==> config.mk <==
export PLATFORM = sky130hd
export DESIGN_NAME = midpoint_ellipse_rasterizer
export DESIGN_NICKNAME = d
export VERILOG_FILES = /design/src/hdl/mer_pkg.sv /design/src/hdl/midpoint_ellipse_rasterizer.sv /design/src/hdl/mer_ctrl.sv /design/src/hdl/mer_dp.sv
export SDC_FILE = /design/constraint.sdc
export NUM_CORES = 2
export LEC_CHECK = 0
export BUFFER_PORTS_ARGS = -buffer_cell sky130_fd_sc_hd__buf_4
export CORE_MARGIN = 4
export CORE_UTILIZATION = 50
export CTS_CLUSTER_SIZE = 30
export DETAILED_ROUTE_END_ITERATION = 10
export PLACE_DENSITY = 0.65
export SLEW_MARGIN = 10
export SYNTH_ARGS = -nofsm -noshare
export SYNTH_HDL_FRONTEND = slang
export SYNTH_SLANG_ARGS = --single-unit
==> constraint.sdc <==
create_clock -name clk -period 20 [get_ports clk]
set_input_delay 3 -clock clk [delete_from_list [all_inputs] [get_ports clk]]
set_output_delay 3 -clock clk [all_outputs]
set_load 0.01 [all_outputs]
==> src/hdl/mer_pkg.sv <==
// shared types, widths and constants for the midpoint ellipse rasterizer
// no dependencies; imported by every module of the block
`default_nettype none

package mer_pkg;

    localparam int RADIUS_BITS = 9;
    localparam int COORD_BITS  = 10;
    localparam int PIX_W       = 12;
    localparam int OFS_W       = COORD_BITS + 2;
    localparam int SQ_W        = 2 * RADIUS_BITS;
    localparam int WIDE_W      = (RADIUS_BITS > OFS_W) ? RADIUS_BITS : OFS_W;
    localparam int SLOPE_W     = 2 * RADIUS_BITS + WIDE_W + 2;
    localparam int DV_W        = 2 * RADIUS_BITS + 2 * OFS_W + 4;
    localparam int MUL_W       = (2 * OFS_W + 3 > 2 * RADIUS_BITS + 1) ?
                                 2 * OFS_W + 3 : 2 * RADIUS_BITS + 1;
    localparam int CFG_W       = (COORD_BITS > RADIUS_BITS) ? COORD_BITS : RADIUS_BITS;
    localparam int CFG_IDX_W   = 2;
    localparam int S_TDATA_W   = 8;
    localparam int M_TDATA_W   = 2 * PIX_W;

    localparam logic [CFG_IDX_W-1:0] REG_CENTER_X = 2'd0;
    localparam logic [CFG_IDX_W-1:0] REG_CENTER_Y = 2'd1;
    localparam logic [CFG_IDX_W-1:0] REG_RADIUS_A = 2'd2;
    localparam logic [CFG_IDX_W-1:0] REG_RADIUS_B = 2'd3;

    localparam logic [COORD_BITS-1:0]  CENTER_X_RST = COORD_BITS'(320);
    localparam logic [COORD_BITS-1:0]  CENTER_Y_RST = COORD_BITS'(240);
    localparam logic [RADIUS_BITS-1:0] RADIUS_A_RST = RADIUS_BITS'(100);
    localparam logic [RADIUS_BITS-1:0] RADIUS_B_RST = RADIUS_BITS'(75);

    localparam logic [1:0] LAST_BEAT = 2'd3;

    typedef enum logic [3:0] {
        ST_IDLE,
        ST_RMUL,
        ST_RSET,
        ST_TEST,
        ST_EMIT,
        ST_STEP,
        ST_DEC,
        ST_E0,
        ST_E1,
        ST_E2,
        ST_E3,
        ST_E4,
        ST_E5
    } state_t;

    typedef enum logic [2:0] {
        MS_TX,
        MS_BS_T,
        MS_TY,
        MS_AS_T,
        MS_AS_BS,
        MS_AS_B
    } mul_sel_t;

    typedef enum logic [1:0] {
        ACC_NONE,
        ACC_LOAD,
        ACC_ADD4,
        ACC_SUB4
    } acc_op_t;

    typedef struct packed {
        logic     snap;
        logic     rst_init;
        logic     emit;
        logic [1:0] beat;
        logic     clr_active;
        logic     step;
        logic     dec;
        mul_sel_t mul_sel;
        acc_op_t  acc_op;
        logic     set_r2;
    } cmd_t;

    typedef struct packed {
        logic active;
        logic fin;
        logic go_r2;
        logic out_free;
    } stat_t;

    // {neg_y, neg_x} for each beat of a step
    function automatic logic [1:0] pix_signs(input logic [1:0] beat, input logic r2);
        logic [1:0] s;
        unique case (beat)
            2'd0:    s = 2'b00;
            2'd1:    s = 2'b11;
            2'd2:    s = r2 ? 2'b01 : 2'b10;
            default: s = r2 ? 2'b10 : 2'b01;
        endcase
        return s;
    endfunction

endpackage

`default_nettype wire

==> src/hdl/midpoint_ellipse_rasterizer.sv <==
// ellipse rasterizer top: an advance beat is taken in the idle state, its four pixels
// leave one per cycle while the output is free, then STEP and DEC update the walk
// unless it was the final step; the step that enters region two adds E0..E5 (shared
// multiplier, one product per cycle); a restart beat runs RMUL, RSET and TEST, and
// E0..E5 if the walk starts in region two; an advance while no walk runs is dropped;
// reset clears the walk (idle until a restart) and loads the default centre and radii
`default_nettype none

module midpoint_ellipse_rasterizer (
    input  wire logic                            clk,
    input  wire logic                            rst_n,
    input  wire logic                            s_tvalid,
    output logic                                 s_tready,
    input  wire logic [mer_pkg::S_TDATA_W-1:0]   s_tdata,   // [0] restart
    output logic                                 m_tvalid,
    input  wire logic                            m_tready,
    output logic [mer_pkg::M_TDATA_W-1:0]        m_tdata,   // [11:0] pixel_x, [23:12] pixel_y
    output logic                                 m_tlast,
    output logic                                 m_tuser,   // [0] finished
    input  wire logic                            cfg_we,
    input  wire logic [mer_pkg::CFG_IDX_W-1:0]   cfg_index,
    input  wire logic [mer_pkg::CFG_W-1:0]       cfg_data
);
    import mer_pkg::*;

    logic [COORD_BITS-1:0]  center_x_reg, center_y_reg;
    logic [RADIUS_BITS-1:0] radius_a_reg, radius_b_reg;
    logic [PIX_W-1:0]       pixel_x, pixel_y;
    cmd_t                   cmd;
    stat_t                  st;

    always_ff @(posedge clk or negedge rst_n)
    begin
        if (!rst_n)
        begin
            center_x_reg <= CENTER_X_RST;
            center_y_reg <= CENTER_Y_RST;
            radius_a_reg <= RADIUS_A_RST;
            radius_b_reg <= RADIUS_B_RST;
        end
        else if (cfg_we)
        begin
            unique case (cfg_index)
                REG_CENTER_X: center_x_reg <= cfg_data[COORD_BITS-1:0];
                REG_CENTER_Y: center_y_reg <= cfg_data[COORD_BITS-1:0];
                REG_RADIUS_A: radius_a_reg <= cfg_data[RADIUS_BITS-1:0];
                REG_RADIUS_B: radius_b_reg <= cfg_data[RADIUS_BITS-1:0];
                default:      ;
            endcase
        end
    end

    mer_ctrl u_ctrl (
        .clk      (clk),
        .rst_n    (rst_n),
        .s_tvalid (s_tvalid),
        .s_tready (s_tready),
        .restart  (s_tdata[0]),
        .st       (st),
        .cmd      (cmd)
    );

    mer_dp u_dp (
        .clk          (clk),
        .rst_n        (rst_n),
        .cmd          (cmd),
        .st           (st),
        .center_x     (center_x_reg),
        .center_y     (center_y_reg),
        .radius_a     (radius_a_reg),
        .radius_b     (radius_b_reg),
        .m_tvalid     (m_tvalid),
        .m_tready     (m_tready),
        .pixel_x      (pixel_x),
        .pixel_y      (pixel_y),
        .last_of_step (m_tlast),
        .finished     (m_tuser)
    );

    assign m_tdata = {pixel_y, pixel_x};

endmodule

`default_nettype wire

==> src/hdl/mer_ctrl.sv <==
// sequencer for the ellipse rasterizer: input handshake, pixel beats,
// step update and the multiply sequence for region two; uses mer_pkg
`default_nettype none

module mer_ctrl (
    input  wire logic           clk,
    input  wire logic           rst_n,
    input  wire logic           s_tvalid,
    output logic                s_tready,
    input  wire logic           restart,
    input  wire mer_pkg::stat_t st,
    output mer_pkg::cmd_t       cmd
);
    import mer_pkg::*;

    state_t     state_reg, state_next;
    logic [1:0] beat_reg, beat_next;
    logic       beat_done;

    assign beat_done = (state_reg == ST_EMIT) && st.out_free && (beat_reg == LAST_BEAT);

    always_ff @(posedge clk or negedge rst_n)
    begin
        if (!rst_n)
        begin
            state_reg <= ST_IDLE;
            beat_reg  <= 2'd0;
        end
        else
        begin
            state_reg <= state_next;
            beat_reg  <= beat_next;
        end
    end

    always_comb
    begin
        state_next = state_reg;
        beat_next  = beat_reg;
        unique case (state_reg)
            ST_IDLE:
            begin
                beat_next = 2'd0;
                if (s_tvalid)
                begin
                    if (restart)
                        state_next = ST_RMUL;
                    else if (st.active)
                        state_next = ST_EMIT;
                end
            end
            ST_RMUL: state_next = ST_RSET;
            ST_RSET: state_next = ST_TEST;
            ST_TEST: state_next = st.go_r2 ? ST_E0 : ST_IDLE;
            ST_EMIT:
            begin
                if (st.out_free)
                begin
                    beat_next = beat_reg + 2'd1;
                    if (beat_done)
                        state_next = st.fin ? ST_IDLE : ST_STEP;
                end
            end
            ST_STEP: state_next = ST_DEC;
            ST_DEC:  state_next = st.go_r2 ? ST_E0 : ST_IDLE;
            ST_E0:   state_next = ST_E1;
            ST_E1:   state_next = ST_E2;
            ST_E2:   state_next = ST_E3;
            ST_E3:   state_next = ST_E4;
            ST_E4:   state_next = ST_E5;
            ST_E5:   state_next = ST_IDLE;
            default: state_next = ST_IDLE;
        endcase
    end

    always_comb
    begin
        s_tready       = (state_reg == ST_IDLE);
        cmd            = '0;
        cmd.mul_sel    = MS_AS_BS;
        cmd.acc_op     = ACC_NONE;
        cmd.beat       = beat_reg;
        unique case (state_reg)
            ST_IDLE: cmd.snap = s_tvalid;
            ST_RMUL: cmd.mul_sel = MS_AS_B;
            ST_RSET: cmd.rst_init = 1'b1;
            ST_EMIT:
            begin
                cmd.emit       = st.out_free;
                cmd.clr_active = beat_done && st.fin;
            end
            ST_STEP: cmd.step = 1'b1;
            ST_DEC:  cmd.dec = 1'b1;
            ST_E0:   cmd.mul_sel = MS_TX;
            ST_E1:   cmd.mul_sel = MS_BS_T;
            ST_E2:
            begin
                cmd.mul_sel = MS_TY;
                cmd.acc_op  = ACC_LOAD;
            end
            ST_E3:   cmd.mul_sel = MS_AS_T;
            ST_E4:
            begin
                cmd.mul_sel = MS_AS_BS;
                cmd.acc_op  = ACC_ADD4;
            end
            ST_E5:
            begin
                cmd.acc_op = ACC_SUB4;
                cmd.set_r2 = 1'b1;
            end
            default: cmd.snap = 1'b0;
        endcase
    end

endmodule

`default_nettype wire

==> src/hdl/mer_dp.sv <==
// datapath of the ellipse rasterizer: walk state, shared multiplier,
// decision update and the pixel output register; uses mer_pkg
`default_nettype none

module mer_dp (
    input  wire logic                             clk,
    input  wire logic                             rst_n,
    input  wire mer_pkg::cmd_t                    cmd,
    output mer_pkg::stat_t                        st,
    input  wire logic [mer_pkg::COORD_BITS-1:0]   center_x,
    input  wire logic [mer_pkg::COORD_BITS-1:0]   center_y,
    input  wire logic [mer_pkg::RADIUS_BITS-1:0]  radius_a,
    input  wire logic [mer_pkg::RADIUS_BITS-1:0]  radius_b,
    output logic                                  m_tvalid,
    input  wire logic                             m_tready,
    output logic [mer_pkg::PIX_W-1:0]             pixel_x,
    output logic [mer_pkg::PIX_W-1:0]             pixel_y,
    output logic                                  last_of_step,
    output logic                                  finished
);
    import mer_pkg::*;

    logic signed [OFS_W-1:0]   x_reg, y_reg;
    logic signed [SLOPE_W-1:0] xs_reg, ys_reg;
    logic signed [DV_W-1:0]    dv_reg;
    logic                      r2_reg, active_reg;

    logic [SQ_W-1:0]           as_reg, bs_reg;
    logic [RADIUS_BITS-1:0]    b_reg;
    logic [SQ_W-1:0]           sq_a_w, sq_b_w;

    logic signed [DV_W-1:0]    prod_reg;
    logic signed [MUL_W-1:0]   op_a, op_b;
    logic signed [2*MUL_W-1:0] prod_w;
    logic signed [OFS_W:0]     tx_w;
    logic signed [OFS_W-1:0]   ty_w;

    logic                      valid_reg, last_reg, fin_reg;
    logic [PIX_W-1:0]          px_reg, py_reg;
    logic [PIX_W-1:0]          px_w, py_w;
    logic [1:0]                signs;

    logic signed [SLOPE_W-1:0] two_as, two_bs;
    logic                      dv_neg, dv_pos, fin_w;
    logic signed [SLOPE_W+1:0] dsum;
    logic signed [DV_W-1:0]    dsum_ext;

    assign sq_a_w = SQ_W'(radius_a) * SQ_W'(radius_a);
    assign sq_b_w = SQ_W'(radius_b) * SQ_W'(radius_b);

    assign two_as = SLOPE_W'({as_reg, 1'b0});
    assign two_bs = SLOPE_W'({bs_reg, 1'b0});
    assign dv_neg = dv_reg[DV_W-1];
    assign dv_pos = !dv_reg[DV_W-1] && (dv_reg != '0);
    assign fin_w  = r2_reg && (y_reg[OFS_W-1] || (y_reg == '0));

    assign st.active   = active_reg;
    assign st.fin      = fin_w;
    assign st.go_r2    = !r2_reg && (xs_reg >= ys_reg);
    assign st.out_free = !valid_reg || m_tready;

    // operand selection for the shared multiplier
    assign tx_w = {x_reg, 1'b1};
    assign ty_w = y_reg - OFS_W'(1);

    always_comb
    begin
        op_a = '0;
        op_b = '0;
        unique case (cmd.mul_sel)
            MS_TX:
            begin
                op_a = MUL_W'(tx_w);
                op_b = MUL_W'(tx_w);
            end
            MS_BS_T:
            begin
                op_a = MUL_W'(bs_reg);
                op_b = prod_reg[MUL_W-1:0];
            end
            MS_TY:
            begin
                op_a = MUL_W'(ty_w);
                op_b = MUL_W'(ty_w);
            end
            MS_AS_T:
            begin
                op_a = MUL_W'(as_reg);
                op_b = prod_reg[MUL_W-1:0];
            end
            MS_AS_BS:
            begin
                op_a = MUL_W'(as_reg);
                op_b = MUL_W'(bs_reg);
            end
            MS_AS_B:
            begin
                op_a = MUL_W'(as_reg);
                op_b = MUL_W'(b_reg);
            end
            default:
            begin
                op_a = '0;
                op_b = '0;
            end
        endcase
    end

    assign prod_w = (2*MUL_W)'(op_a) * (2*MUL_W)'(op_b);

    // decision increment, shared by both regions
    always_comb
    begin
        if (!r2_reg)
        begin
            if (dv_neg)
                dsum = (SLOPE_W+2)'(xs_reg) + (SLOPE_W+2)'(bs_reg);
            else
                dsum = (SLOPE_W+2)'(xs_reg) - (SLOPE_W+2)'(ys_reg)
                     + (SLOPE_W+2)'(bs_reg);
        end
        else
        begin
            if (dv_pos)
                dsum = (SLOPE_W+2)'(as_reg) - (SLOPE_W+2)'(ys_reg);
            else
                dsum = (SLOPE_W+2)'(xs_reg) - (SLOPE_W+2)'(ys_reg)
                     + (SLOPE_W+2)'(as_reg);
        end
        dsum_ext = DV_W'(dsum);
    end

    always_ff @(posedge clk)
    begin
        prod_reg <= prod_w[DV_W-1:0];
        if (cmd.snap)
        begin
            as_reg <= sq_a_w;
            bs_reg <= sq_b_w;
            b_reg  <= radius_b;
        end
    end

    always_ff @(posedge clk or negedge rst_n)
    begin
        if (!rst_n)
        begin
            x_reg      <= '0;
            y_reg      <= '0;
            xs_reg     <= '0;
            ys_reg     <= '0;
            dv_reg     <= '0;
            r2_reg     <= 1'b0;
            active_reg <= 1'b0;
        end
        else
        begin
            if (cmd.rst_init)
            begin
                x_reg      <= '0;
                y_reg      <= OFS_W'(b_reg);
                xs_reg     <= '0;
                ys_reg     <= SLOPE_W'({prod_reg, 1'b0});
                dv_reg     <= DV_W'({bs_reg, 2'b00}) - (prod_reg <<< 2) + DV_W'(as_reg);
                r2_reg     <= 1'b0;
                active_reg <= 1'b1;
            end
            if (cmd.clr_active)
                active_reg <= 1'b0;
            if (cmd.step)
            begin
                if (!r2_reg)
                begin
                    x_reg  <= x_reg + OFS_W'(1);
                    xs_reg <= xs_reg + two_bs;
                    if (!dv_neg)
                    begin
                        y_reg  <= y_reg - OFS_W'(1);
                        ys_reg <= ys_reg - two_as;
                    end
                end
                else
                begin
                    y_reg  <= y_reg - OFS_W'(1);
                    ys_reg <= ys_reg - two_as;
                    if (!dv_pos)
                    begin
                        x_reg  <= x_reg + OFS_W'(1);
                        xs_reg <= xs_reg + two_bs;
                    end
                end
            end
            if (cmd.dec)
                dv_reg <= dv_reg + (dsum_ext <<< 2);
            case (cmd.acc_op)
                ACC_LOAD: dv_reg <= prod_reg;
                ACC_ADD4: dv_reg <= dv_reg + (prod_reg <<< 2);
                ACC_SUB4: dv_reg <= dv_reg - (prod_reg <<< 2);
                default:  ;
            endcase
            if (cmd.set_r2)
                r2_reg <= 1'b1;
        end
    end

    // pixel of the current beat
    assign signs = pix_signs(cmd.beat, r2_reg);
    assign px_w  = signs[0] ? PIX_W'(center_x) - PIX_W'(x_reg)
                            : PIX_W'(center_x) + PIX_W'(x_reg);
    assign py_w  = signs[1] ? PIX_W'(center_y) - PIX_W'(y_reg)
                            : PIX_W'(center_y) + PIX_W'(y_reg);

    always_ff @(posedge clk or negedge rst_n)
    begin
        if (!rst_n)
            valid_reg <= 1'b0;
        else if (cmd.emit)
            valid_reg <= 1'b1;
        else if (m_tready)
            valid_reg <= 1'b0;
    end

    always_ff @(posedge clk)
    begin
        if (cmd.emit)
        begin
            px_reg   <= px_w;
            py_reg   <= py_w;
            last_reg <= (cmd.beat == LAST_BEAT);
            fin_reg  <= fin_w;
        end
    end

    assign m_tvalid     = valid_reg;
    assign pixel_x      = px_reg;
    assign pixel_y      = py_reg;
    assign last_of_step = last_reg;
    assign finished     = fin_reg;

endmodule

`default_nettype wire

# Yosys cells after proc, flatten, opt, wreduce, memory -nomap -nowiden
# Index checks and enable logic that the tools add are counted.
# totals
register_bits	298
input_bits	25
# classes
multipliers	3
n_lt_le_gt_ge	1
n_eq_ne	30
reduce_logical	31
addsub	19
mux	54
# ops
cell	count
2-to-1 mux 32 bit	8
case mux 46 bit (3 select lines)	1
case mux 27 bit (5 select lines)	1
2-to-1 mux 12 bit	10
case mux 27 bit (4 select lines)	1
2-to-1 mux 34 bit	3
2-to-1 mux 46 bit	2
adder 34 x 18 -> 34 bit	2
adder 46 x 18 -> 46 bit	1
adder 46 x 36 -> 46 bit	1
adder 46 bit	1
multiplier 27 x 27 -> 46 bit	1
nonzero test 46 bit	1
subtractor 20 x 46 -> 46 bit	1
subtractor 46 bit	1
case mux 4 bit (11 select lines)	1
multiplier 9 x 9 -> 18 bit	2
adder 32 x 19 -> 33 bit	1
subtractor 19 x 32 -> 33 bit	1
subtractor 32 x 32 -> 33 bit	1
adder 32 x 20 -> 32 bit	1
>= comparator 32 bit	1
subtractor 32 x 20 -> 32 bit	1
adder 10 x 12 -> 12 bit	2
36 further kinds	92

# Logic depth before layout (Yosys ltp)
# depth
ltp_word	7
mapped_depth	45

# Hierarchy
# A second synthesis with hierarchy kept.
# hier_totals
cells_unflattened	6353
area_unflattened_um2	52940.8
# modules_own_cells
module	instances	cells_each	area_per_inst_um2
mer_dp	1	6201	50943.9
midpoint_ellipse_rasterizer	1	82	1458.9
mer_ctrl	1	70	538.0

# Least setup slack after synthesis
# No wires, ideal clock.
# synth_path
path_type	register to register
start	reg u_dp.y_reg[2]
end	reg u_dp.prod_reg[45]
arrival_ns	9.416
path_stages_with_launch	41
path_buffers	5
t_required_ns	19.928
setup_time_ns	0.072
path_slack_ns	10.512
path_cell_list	dfrtp_1 buf_2 inv_2 nand3_2 or3_1 clkbuf_1 or3_1 buf_2 or3_1 buf_2 nor3_4 xnor2_1 nor2_4 a21o_4 a221oi_1 clkbuf_1 nor2_1 fa_1 [... 5 more ...] fa_1 fa_1 inv_1 fa_1 inv_1 ha_1 a21o_1 a21o_1 a21oi_1 o31a_1 o21ai_0 nor2_1 o21a_1 o22ai_1 o41ai_1 o21ai_0 o41ai_1 xnor2_1
# synth_between
elab_chain_cells	3
elab_cells_between_ends	4
cone_classes	1 x add/sub; 1 x mul; 2 x mux
# synth_rtl
item	line	rtl
start, declared	mer_dp.sv:23	logic signed [OFS_W-1:0] x_reg, y_reg;
start signal, assigned	mer_dp.sv:161	y_reg <= OFS_W'(b_reg);
start signal, assigned	mer_dp.sv:178	y_reg <= y_reg - OFS_W'(1);
start signal, assigned	mer_dp.sv:184	y_reg <= y_reg - OFS_W'(1);
subtractor 12 x 2 -> 12 bit (*)	mer_dp.sv:64	assign ty_w = y_reg - OFS_W'(1);
case mux 27 bit (5 select lines) / case mux 27 bit (4 select lines) (equally long branches)	mer_dp.sv:70	unique case (cmd.mul_sel)
multiplier 27 x 27 -> 46 bit (*)	mer_dp.sv:109	assign prod_w = (2*MUL_W)'(op_a) * (2*MUL_W)'(op_b);
named net u_dp.prod_w[45]	mer_dp.sv:34	logic signed [2*MUL_W-1:0] prod_w;
end signal, assigned	mer_dp.sv:135	prod_reg <= prod_w[DV_W-1:0];
end, declared	mer_dp.sv:32	logic signed [DV_W-1:0] prod_reg;
# Mark *: on every way through the listed nets, which the timed path passes. The rest lies on a longest branch.
# A chain may end at the register's enable or synchronous reset.

# Worst setup path in the final report
# layout_path
start	reg u_dp.y_reg[0]
end	reg u_dp.prod_reg[38]
# Same word-level chain as after synthesis.

==> summary.txt <==
most frequent cells in the layout: inv_1, fa_1, nand2_1
Routed Antenna Nets: 0
WL per Instance: 21.17 µm
Area growth syn-to-layout: 5.545%
CTS tree: yes
nets@finish: 7437
row cnt: 119
Syn Nets: 7549
CTS max path bufs: 3
commonest non-fill, non-tap cell in the layout: inv_1
vias in the first global route: 44940
clk slew on worst S/H paths: 60 ps
CP dominant cell by count: fa_1
Post-CTS Setup Repair Bufs: 0
half-perimeter wire length after placement: 131600 µm
final wirelength: 162900 µm
FILL cells: 10040
GR peak layer: met2
drc violations: 0
max-slew violations: 0
Post-CTS Hold Fix Bufs: 0
share of the synthesized area in the top cell type: 0.2449
DR pass1 iterations: 8
IO Pins: 53
Initial Util: 0.5041
DR iter-0 viols: 3699
critical path capture point type: register
worst-path maximum fanout: 20
Crit Path Class: reg -> reg
#FFs+latches synth: 295
GRT Util Overall: 0.2932
wire length of the first global-routing pass: 257000 µm
initial antenna violation count: 3
met1 track utilization from global routing: 0.3906
htree depth: 2
Final Hold Fails: 0
crit-path max cell delay: 890 ps
gr ovfl total: 0
register area share after synthesis: 0.1413
Max-Cap Viols: 0
Area contributors post-synth: fa_1, ha_1, dfrtp_1
post-synthesis cell type count: 101
fin crit share: 0.6388
GR Util met2: 0.4789
measured slew at the worst slew-check pin: 1130 ps
Worst Clk Skew: 36.51 ps
vias per inst: 5.810
die width: 334.0 µm
global-route track usage on met3: 0.05314
startpoint types: register
syn avg cell area: 8.323 µm²
Sink Count: 295
root buf cell: clkbuf_16
final worst path period need: 12780 ps
outcome: finished, final reports clean
Die Ht: 334.0 µm
Main synth FF type: dfrtp_1
core area: 105400 µm²
Max-slew headroom: 0.2390
Vias: 44710
Required @ worst endpoint: 20420 ps
IO Port Bufs: 45
Synth Warn #: 0
Post-synth EDFFs: 68
Worst EP arrival: 13200 ps
layout cell share with drive strength beyond 1: 0.05506
unrepaired setup endpoints after global routing: false
final setup TNS: 0 ps
post-CTS resize count: 0
clk_lat worst skew: 610 ps
Setup Viol. Count Final: 0
largest net degree at the start of global routing: 81
Mapped Area: 53140 µm²
Final Util: 0.5321
Mapped Cells: 6385
Yosys top cell by area: fa_1
die area: 111600 µm²
gp weighted congestion: 0.9511
Max Fclk: 78.27 MHz
asr flop ratio synth: 0.6136
CTS Buf Count: 38
Min-Delay Path Class: reg -> reg
slowest CP cell: fa_1
==> worst paths after layout <==
kind | slack [ps] | from | depth (start not counted) | to
worst max-delay path | 7220 | u_dp.y_reg[0]$_DFF_PN0_ | 33 | u_dp.prod_reg[38]$_DFF_P_
worst min-delay path | 500 | u_dp.dv_reg[1]$_DFFE_PN0P_ | 1 | u_dp.dv_reg[1]$_DFFE_PN0P_
worst max register to register | 7220 | u_dp.y_reg[0]$_DFF_PN0_ | 33 | u_dp.prod_reg[38]$_DFF_P_
worst min register to register | 500 | u_dp.dv_reg[1]$_DFFE_PN0P_ | 1 | u_dp.dv_reg[1]$_DFFE_PN0P_
max in group asynchronous | 15670 | rst_n | 3 | radius_b_reg[8]$_DFFE_PN0P_
min in group asynchronous | 2450 | rst_n | 1 | u_dp.xs_reg[31]$_DFF_PN0_
==> per-layer routing <==
layer,up-vias,wire (µm)
li1,21010,-
met1,21840,68460
met2,1469,74270
met3,384,12760
met4,2,7423
met5,-,7
==> area by class of cell <==
class                   count  area [µm²]  area share
diodes                      2       5.005  0.00008923
well taps                1391        1740     0.03103
flip-flops and latches    295        7511      0.1339
clock buffers              47        1056     0.01883
clock inverters            22       212.7    0.003792
multi-input cells        4823       40910      0.7293
inverters                 991        3720     0.06632
repair buffers            124       937.1     0.01671
==> kinds of logic after synthesis <==
group	count (synthesis)	synth area share
buffers and inverters	1267	0.09142
adder cells (fa/ha/maj)	1139	0.3600
multiplexers	56	0.01149
AO/OA/AOI/OAI	1347	0.1648
XOR/XNOR	438	0.07219
flip-flops	295	0.1413
AND/OR/NAND/NOR	1843	0.1588
==> stage by stage <==
step / hold WS [ps] / std cells / cell area, µm² / setup WS (ps)
detailed placement: 486.0 / 7624 / 54820 / 7545
finish: 499.9 / 7695 / 56090 / 7224
global route: 527.2 / 7693 / 56080 / 6863
CTS: 499.2 / 7693 / 56080 / 7456
global placement: 465.0 / 7624 / 54820 / 7726
floorplan: 423.1 / 6385 / 53140 / 10510
==> cell usage after synthesis, drive strengths merged, types with 20 or more instances <==
| cell | instances |
|---|---|
| nor2b | 70 |
| o21a | 52 |
| dfxtp | 46 |
| xnor2 | 284 |
| a21o | 140 |
| a31oi | 55 |
| o211ai | 45 |
| a211oi | 70 |
| a221o | 25 |
| or2 | 32 |
| buf | 68 |
| a221oi | 58 |
| dfrtp | 168 |
| fa | 650 |
| nand3 | 121 |
| nand2 | 609 |
| edfxtp | 68 |
| nand2b | 67 |
| o31ai | 36 |
| a21oi | 377 |
| inv | 990 |
| and3 | 39 |
| ha | 489 |
| nor4 | 38 |
| xor2 | 154 |
| clkbuf | 208 |
| o21bai | 33 |
| o22ai | 20 |
| nor2 | 585 |
| o21ai | 287 |
| and2 | 72 |
| nor3 | 86 |
| mux2 | 40 |
| or3 | 33 |
| a21boi | 20 |
| nand4 | 44 |
==> critical path, delay by kind of cell, from the launching register on <==
family	cells	cell delay (ps)
buf+inv	7	1220
compound gates	6	2400
xor+xnor	2	690
fa+ha+maj	8	4630
flops	1	480
simple gates	10	3080
Power is not shown: default switching activity piles up to over one toggle a cycle in this logic, so the estimate is an artifact.
